$ cat src/rtl/core/iirl_pkg.sv
`timescale 1ns / 1ps

package iirl_pkg;

  localparam int unsigned WORD_W  = 32;
  localparam int unsigned POS_W   = 5;
  localparam int unsigned COUNT_W = 5;

  // Command codes on the input channel
  typedef enum logic [1:0] {
    CMD_APPEND = 2'd0,
    CMD_INSERT = 2'd1,
    CMD_REMOVE = 2'd2,
    CMD_READ   = 2'd3
  } cmd_t;

  // Result status codes
  typedef enum logic [1:0] {
    ST_OK    = 2'd0,
    ST_RANGE = 2'd1,
    ST_FULL  = 2'd2
  } status_t;

  // Broadcast control from the list controller to every cell
  typedef struct packed {
    logic                     ins;   // open a slot at the selected position
    logic                     rem;   // close the slot at the selected position
    logic signed [WORD_W-1:0] word;  // word written into the opened slot
  } cell_ctl_t;

endpackage

$ cat src/rtl/core/iirl_cell.sv
`timescale 1ns / 1ps

module iirl_cell #(
  parameter int unsigned IDX = 0,
  parameter int unsigned PW  = 5
) (
  input  logic                              clk,
  input  iirl_pkg::cell_ctl_t               ctl,
  input  logic [PW-1:0]                     sel_pos,
  input  logic signed [iirl_pkg::WORD_W-1:0] lo_word,
  input  logic signed [iirl_pkg::WORD_W-1:0] hi_word,
  output logic signed [iirl_pkg::WORD_W-1:0] entry
);
  import iirl_pkg::*;

  localparam logic [PW-1:0] MY_IDX = PW'(IDX);

  logic signed [WORD_W-1:0] entry_r;
  logic signed [WORD_W-1:0] entry_nxt;

  // Shift up, load, shift down or hold, depending on where this cell sits
  always_comb begin
    entry_nxt = entry_r;
    if (ctl.ins && (MY_IDX > sel_pos)) begin
      entry_nxt = lo_word;
    end else if (ctl.ins && (MY_IDX == sel_pos)) begin
      entry_nxt = ctl.word;
    end else if (ctl.rem && (MY_IDX >= sel_pos)) begin
      entry_nxt = hi_word;
    end
  end

  always_ff @(posedge clk) begin
    entry_r <= entry_nxt;
  end

  assign entry = entry_r;

endmodule

$ cat src/rtl/core/indexed_insert_remove_list_unit.sv
`timescale 1ns / 1ps

// Ordered list of up to CAPACITY signed 32-bit words, held in a row of cells,
// one word per cell. Append, insert at a position, remove at a position and
// read at a position act on the whole row: every cell shifts up, shifts down,
// loads or holds in the same clock edge, so a new command is accepted every
// cycle while the result register can be emptied. Each command yields one
// result with the read word (zero unless a successful read), a status (ok,
// position out of range, list full), the count after the command and an
// empty flag. Refused commands leave the list unchanged. The result register
// decouples the two channels; a result is valid the cycle after acceptance.

module indexed_insert_remove_list_unit #(
  parameter int unsigned CAPACITY = 16
) (
  input  logic                               clk,
  input  logic                               rst_n,
  input  logic                               in_valid,
  output logic                               in_stall,
  input  iirl_pkg::cmd_t                     in_cmd,
  input  logic [iirl_pkg::POS_W-1:0]         in_position,
  input  logic signed [iirl_pkg::WORD_W-1:0] in_word_in,
  output logic                               out_valid,
  input  logic                               out_stall,
  output logic signed [iirl_pkg::WORD_W-1:0] out_word_out,
  output iirl_pkg::status_t                  out_status,
  output logic [iirl_pkg::COUNT_W-1:0]       out_count,
  output logic                               out_empty_res
);
  import iirl_pkg::*;

  localparam int unsigned FW = $clog2(CAPACITY + 1);
  localparam int unsigned IW = $clog2(CAPACITY);
  localparam int unsigned CW = (FW > POS_W) ? FW : POS_W;
  localparam logic [CW-1:0] CAP_C = CW'(CAPACITY);

  logic [FW-1:0]            fill_r;
  logic [FW-1:0]            fill_nxt;
  logic                     out_valid_r;
  logic                     out_valid_nxt;
  logic signed [WORD_W-1:0] word_out_r;
  status_t                  status_r;
  logic [COUNT_W-1:0]       count_r;
  logic                     empty_r;

  logic                     in_acc;
  logic [CW-1:0]            pos_c;
  logic [CW-1:0]            fill_c;
  status_t                  status_c;
  logic signed [WORD_W-1:0] rd_word;
  logic [FW-1:0]            sel_pos;
  cell_ctl_t                ctl;

  logic signed [WORD_W-1:0] entry_w [CAPACITY];
  logic signed [WORD_W-1:0] lo_w    [CAPACITY];
  logic signed [WORD_W-1:0] hi_w    [CAPACITY];

  // Handshake: take an item unless a result is waiting and held off
  assign in_stall = out_valid_r && out_stall;
  assign in_acc   = in_valid && !in_stall;

  assign pos_c  = CW'(in_position);
  assign fill_c = CW'(fill_r);

  // Command check against the current fill
  always_comb begin
    status_c = ST_OK;
    case (in_cmd)
      CMD_APPEND: begin
        if (fill_c >= CAP_C) status_c = ST_FULL;
      end
      CMD_INSERT: begin
        if (pos_c > fill_c) status_c = ST_RANGE;
        else if (fill_c >= CAP_C) status_c = ST_FULL;
      end
      default: begin
        if (pos_c >= fill_c) status_c = ST_RANGE;
      end
    endcase
  end

  // Broadcast control to the cells
  always_comb begin
    ctl.ins  = in_acc && (status_c == ST_OK) &&
               ((in_cmd == CMD_APPEND) || (in_cmd == CMD_INSERT));
    ctl.rem  = in_acc && (status_c == ST_OK) && (in_cmd == CMD_REMOVE);
    ctl.word = in_word_in;
    sel_pos  = (in_cmd == CMD_APPEND) ? fill_r : FW'(in_position);
  end

  // Fill count update
  always_comb begin
    fill_nxt = fill_r;
    if (ctl.ins) fill_nxt = fill_r + FW'(1);
    else if (ctl.rem) fill_nxt = fill_r - FW'(1);
  end

  // Read port over the cell outputs
  always_comb begin
    rd_word = '0;
    if ((in_cmd == CMD_READ) && (status_c == ST_OK)) rd_word = entry_w[pos_c[IW-1:0]];
  end

  // Row of cells, each linked to its neighbors
  for (genvar g = 0; g < CAPACITY; g++) begin : g_cell
    if (g == 0) begin : g_first
      assign lo_w[g] = '0;
    end else begin : g_mid_lo
      assign lo_w[g] = entry_w[g-1];
    end
    if (g == CAPACITY - 1) begin : g_last
      assign hi_w[g] = '0;
    end else begin : g_mid_hi
      assign hi_w[g] = entry_w[g+1];
    end

    iirl_cell #(
      .IDX (g),
      .PW  (FW)
    ) u_cell (
      .clk     (clk),
      .ctl     (ctl),
      .sel_pos (sel_pos),
      .lo_word (lo_w[g]),
      .hi_word (hi_w[g]),
      .entry   (entry_w[g])
    );
  end

  // Result valid flag
  always_comb begin
    out_valid_nxt = out_valid_r && out_stall;
    if (in_acc) out_valid_nxt = 1'b1;
  end

  always_ff @(posedge clk) begin
    if (!rst_n) begin
      fill_r      <= '0;
      out_valid_r <= 1'b0;
    end else begin
      fill_r      <= fill_nxt;
      out_valid_r <= out_valid_nxt;
    end
  end

  // Result payload, loaded with each accepted item
  always_ff @(posedge clk) begin
    if (in_acc) begin
      word_out_r <= rd_word;
      status_r   <= status_c;
      count_r    <= COUNT_W'(fill_nxt);
      empty_r    <= (fill_nxt == '0);
    end
  end

  assign out_valid     = out_valid_r;
  assign out_word_out  = word_out_r;
  assign out_status    = status_r;
  assign out_count     = count_r;
  assign out_empty_res = empty_r;

endmodule

$ cat config.mk
export PLATFORM = sky130hd
export DESIGN_NAME = indexed_insert_remove_list_unit
export DESIGN_NICKNAME = d
export VERILOG_FILES = /design/src/rtl/core/iirl_pkg.sv /design/src/rtl/core/iirl_cell.sv /design/src/rtl/core/indexed_insert_remove_list_unit.sv
export SDC_FILE = /design/constraint.sdc
export NUM_CORES = 1
export LEC_CHECK = 0
export BUFFER_PORTS_ARGS = -buffer_cell sky130_fd_sc_hd__buf_2
export CAP_MARGIN = 30
export CORE_ASPECT_RATIO = 1.1
export CORE_MARGIN = 10
export CORE_UTILIZATION = 30
export DETAILED_ROUTE_END_ITERATION = 8
export MAX_ROUTING_LAYER = met4
export PLACE_DENSITY = 0.5
export SLEW_MARGIN = 40
export SYNTH_ARGS = -nofsm -noshare
export SYNTH_HDL_FRONTEND = slang
export SYNTH_SLANG_ARGS = --single-unit
$ cat constraint.sdc
create_clock -name clk -period 7.8 [get_ports clk]
set_input_delay 1.56 -clock clk [delete_from_list [all_inputs] [get_ports clk]]
set_output_delay 1.56 -clock clk [all_outputs]
set_load 0.05 [all_outputs]
==> results_dict.tcl <==
set metrics [dict create \
    outcome "finished, final reports clean" \
    top_signal_layer_used "met4" \
    filler_cell_count 10223 \
    hold_class "reg -> reg" \
    clk_pin_slew_ns 0.06 \
    crit_path_end_kind "flop" \
    timing.critical_path.slowest_cell_delay_ns 0.80 \
    num_ports 85 \
    met2_length_mm 53.0 \
    share_of_layout_cells_above_drive_strength_1 0.157 \
    synth-edff-count 520 \
    ff2ff_setup_slack_ns 3.50 \
    core_sq_um 103000 \
    leading_cell_types_in_the_layout_fill_and_taps_excluded "nand2_1, edfxtp_1, nor2_1, a31oi_1, mux2i_1" \
    path_cells "clkbuf_8 -> ha_1 -> nand4_1 -> o21a_1 -> o22ai_2 -> nand2_1 -> nor2_4 -> buf_4" \
    cpMaxStageDelayCell "nor2_4" \
    met3WireLength_mm 9.56 \
    clock_latency_ns 0.65 \
    timing.rr.end "g_cell[15].u_cell.entry[2]" \
    route.final.wire_length_mm 116 \
    dieWidth_um 327 \
    timing.critical_path.fanout_max 59 \
    initial_core_util 0.303 \
    share_of_async_settable_or_async_resettable_flops_after_synthesis 0 \
    worst_hold_startpoint "g_cell[0].u_cell.entry[5]" \
    max_freq_mhz 194 \
    cts-buffers-inserted 60 \
    grt_start_max_net_pins 88 \
    routed_wire_length_per_instance_um 27.2 \
    finalNetCount 2868 \
    critical_path.startpoint "in_position[2]" \
    cts_sinks 558 \
    share_of_the_core_filled_with_cells 0.341 \
    antenna_found_initial 8 \
    mappedNetlistArea_sq_um 31100 \
    drv_slew 0 \
    hold-worst-slack_ns 0.471 \
    wl_met1_mm 49.6 \
    timing.critical_path.required_ns 8.11 \
    final_antenna_net_count 0 \
    drcViolationCount 0 \
    clk_path_buf_depth 3 \
    final_common_cell "nand2_1" \
    timing.setup.tns_ns 0 \
    number_of_buffers_added_on_ports 84 \
    h_tree_level_count 2 \
    place_hpwl_mm 71.6 \
    timing.critical_path.buf_inv 2 \
    postSynthNetCount 2918 \
    grt_setup_unrepaired "no" \
    chipHeight_um 358 \
    number_of_stages_on_the_worst_hold_path 2 \
    ys_seq_area_frac 0.526 \
    postSynthCellCount 2868 \
    tightest_slew_ns 0.894 \
    endpoint_of_the_worst_hold_path "g_cell[0].u_cell.entry[5]" \
    ys.warnings.count 0 \
    cap_violations 0 \
    synthToLayoutAreaGrowth_pct 12.6 \
    worst_path_dominant_cell_family "simple AND/OR/NAND/NOR gates" \
    ys_types 63 \
    min_tclk_post_route_ns 5.14 \
    initialDrtViolationCount 2765 \
    maxSlewHeadroom 0.403 \
    worst_clock_skew_ns 0.0296 \
    worst_setup_path_start_kind "input port" \
    wire_length_of_the_first_global_routing_pass_mm 168 \
    final_weighted_congestion_in_routability_driven_placement 0.836 \
    drt_pre_antenna_iters 6 \
    timing_worst_setup_path_type "in -> reg" \
    post_synth.cell_area_avg_sq_um 10.9 \
    cts_hold_buf 0 \
    post-place-cells 4129 \
    post-cts-setup-buffers 0 \
    dieArea_sq_um 117000 \
    grt.total_usage 0.197 \
    cp_data_arrival_time_ns 5.45 \
    area_of_combinational_cells_with_multiple_inputs_sq_um 13800 \
    postSynth.topFlopCell "edfxtp_1" \
    setup_violations 0 \
    grt_pass1_vias 23060 \
    route.vias.total 24250 \
    post_layout_instance_count_excluding_filler_cells 4249 \
    fp-row-count 123 \
    finalHoldViolCount 0 \
    layout.area.seq_sq_um 16400 \
    timing.reg2reg.worst_path_depth 8 \
    cts.repair.resized 0 \
    grt.overflow.total 0 \
    power.density_nw_per_um2 211 \
    reg2reg_from "fill_c[2]" \
    final_min_period_over_clock_period 0.659 \
    irDropWorstVdd_mv 0.166 \
    cts_root_buf "clkbuf_16" \
    clock_tree_from_tritoncts "built" \
    drt-vias-per-instance 5.71 \
    leakagePower_nw 12.5 \
    ys_seq_elements 558 \
]
## Yosys cell counts, types with 6 or more instances
| library cell | n | area [sq um] |
|---|---|---|
| nor2b_1 | 36 | 225 |
| a22o_4 | 10 | 175 |
| buf_1 | 7 | 26.3 |
| and3_1 | 7 | 43.8 |
| dfxtp_1 | 38 | 761 |
| a22oi_1 | 58 | 435 |
| a211oi_1 | 64 | 480 |
| nand3_1 | 15 | 75.1 |
| o21ai_1 | 17 | 85.1 |
| a31oi_1 | 169 | 1060 |
| mux4_2 | 128 | 2880 |
| o22ai_1 | 66 | 413 |
| ha_1 | 7 | 87.6 |
| nor2_1 | 321 | 1200 |
| nor3_1 | 6 | 30.0 |
| buf_4 | 12 | 90.1 |
| edfxtp_1 | 520 | 15600 |
| a21o_1 | 34 | 255 |
| nand2_1 | 583 | 2190 |
| a22o_1 | 54 | 473 |
| a21oi_1 | 110 | 551 |
| mux2i_1 | 160 | 1600 |
| and2_1 | 13 | 81.3 |
| o21ai_0 | 92 | 460 |
| inv_1 | 22 | 82.6 |
| a222oi_1 | 14 | 140 |
| clkbuf_1 | 155 | 582 |
| buf_2 | 90 | 450 |
## kinds of logic (layout without fill, tap and decap cells)
| group | count (synthesis) | count (layout) | synth area share |
|---|---|---|---|
| simple gates | 1006 | 1006 | 0.130 |
| mux | 288 | 288 | 0.144 |
| xor+xnor | 3 | 3 | 0.000844 |
| fa+ha+maj | 7 | 7 | 0.00281 |
| flops | 558 | 558 | 0.526 |
| other cells | 0 | 7 | 0 |
| buf+inv | 292 | 291 | 0.0415 |
| compound gates | 714 | 714 | 0.154 |
## how the worst max path moves through the flow
stage	to	depth (start not counted)
global placement	g_cell[8].u_cell.entry[5]	8
floorplan	g_cell[11].u_cell.entry[0]	6
global route	g_cell[15].u_cell.entry[6]	8
CTS	g_cell[15].u_cell.entry[5]	8
detailed placement	g_cell[15].u_cell.entry[6]	8
finish	g_cell[15].u_cell.entry[2]	8
## per-stage QoR
step           setup WS [ns]  area, sq um  total power, W
2_1_floorplan           1.05        31100         0.00424
3_3_place_gp            1.87        32800         0.00457
3_5_place_dp            1.92        33100         0.00460
4_1_cts                 2.60        35000         0.00746
5_1_grt                 2.45        35000         0.00766
6_report                2.66        35000         0.00741
## cell type report
class,count,share of cell area
multi-input combinational,2018,0.394
timing repair buffer,157,0.0333
clock buffer,82,0.0464
clock inverter,29,0.00696
tap,1375,0.0491
antenna,7,0.000500
sequential,558,0.467
inverter,23,0.00253
## tightest hold or removal path, stage by stage (launching register included)
cell,delay [ns]
dfxtp_1,0.32
nand2_1,0.05
o21ai_1,0.05
## registers in the layout (all words and copies together) (netlist names)
| name | count |
|---|---|
| fill_c | 5 |
| out_count | 5 |
| out_word_out | 32 |
| out_valid | 1 |
| out_status | 2 |
| out_empty_res | 1 |
| g_cell.u_cell.entry | 512 |
## routing by layer
layer,up-vias,global-route usage
met2,1219,0.302
li1,10678,-
met3,179,0.0324
met4,0,0.0628
met5,-,-
met1,12174,0.264
## report_power, final
group          switching [W]  total (W)  internal, W
Sequential          0.000125    0.00359      0.00346
Combinational       0.000622   0.000956     0.000334
Clock                0.00128    0.00287      0.00158
Total                0.00203    0.00741      0.00538
(Power assumes the default switching activity.)
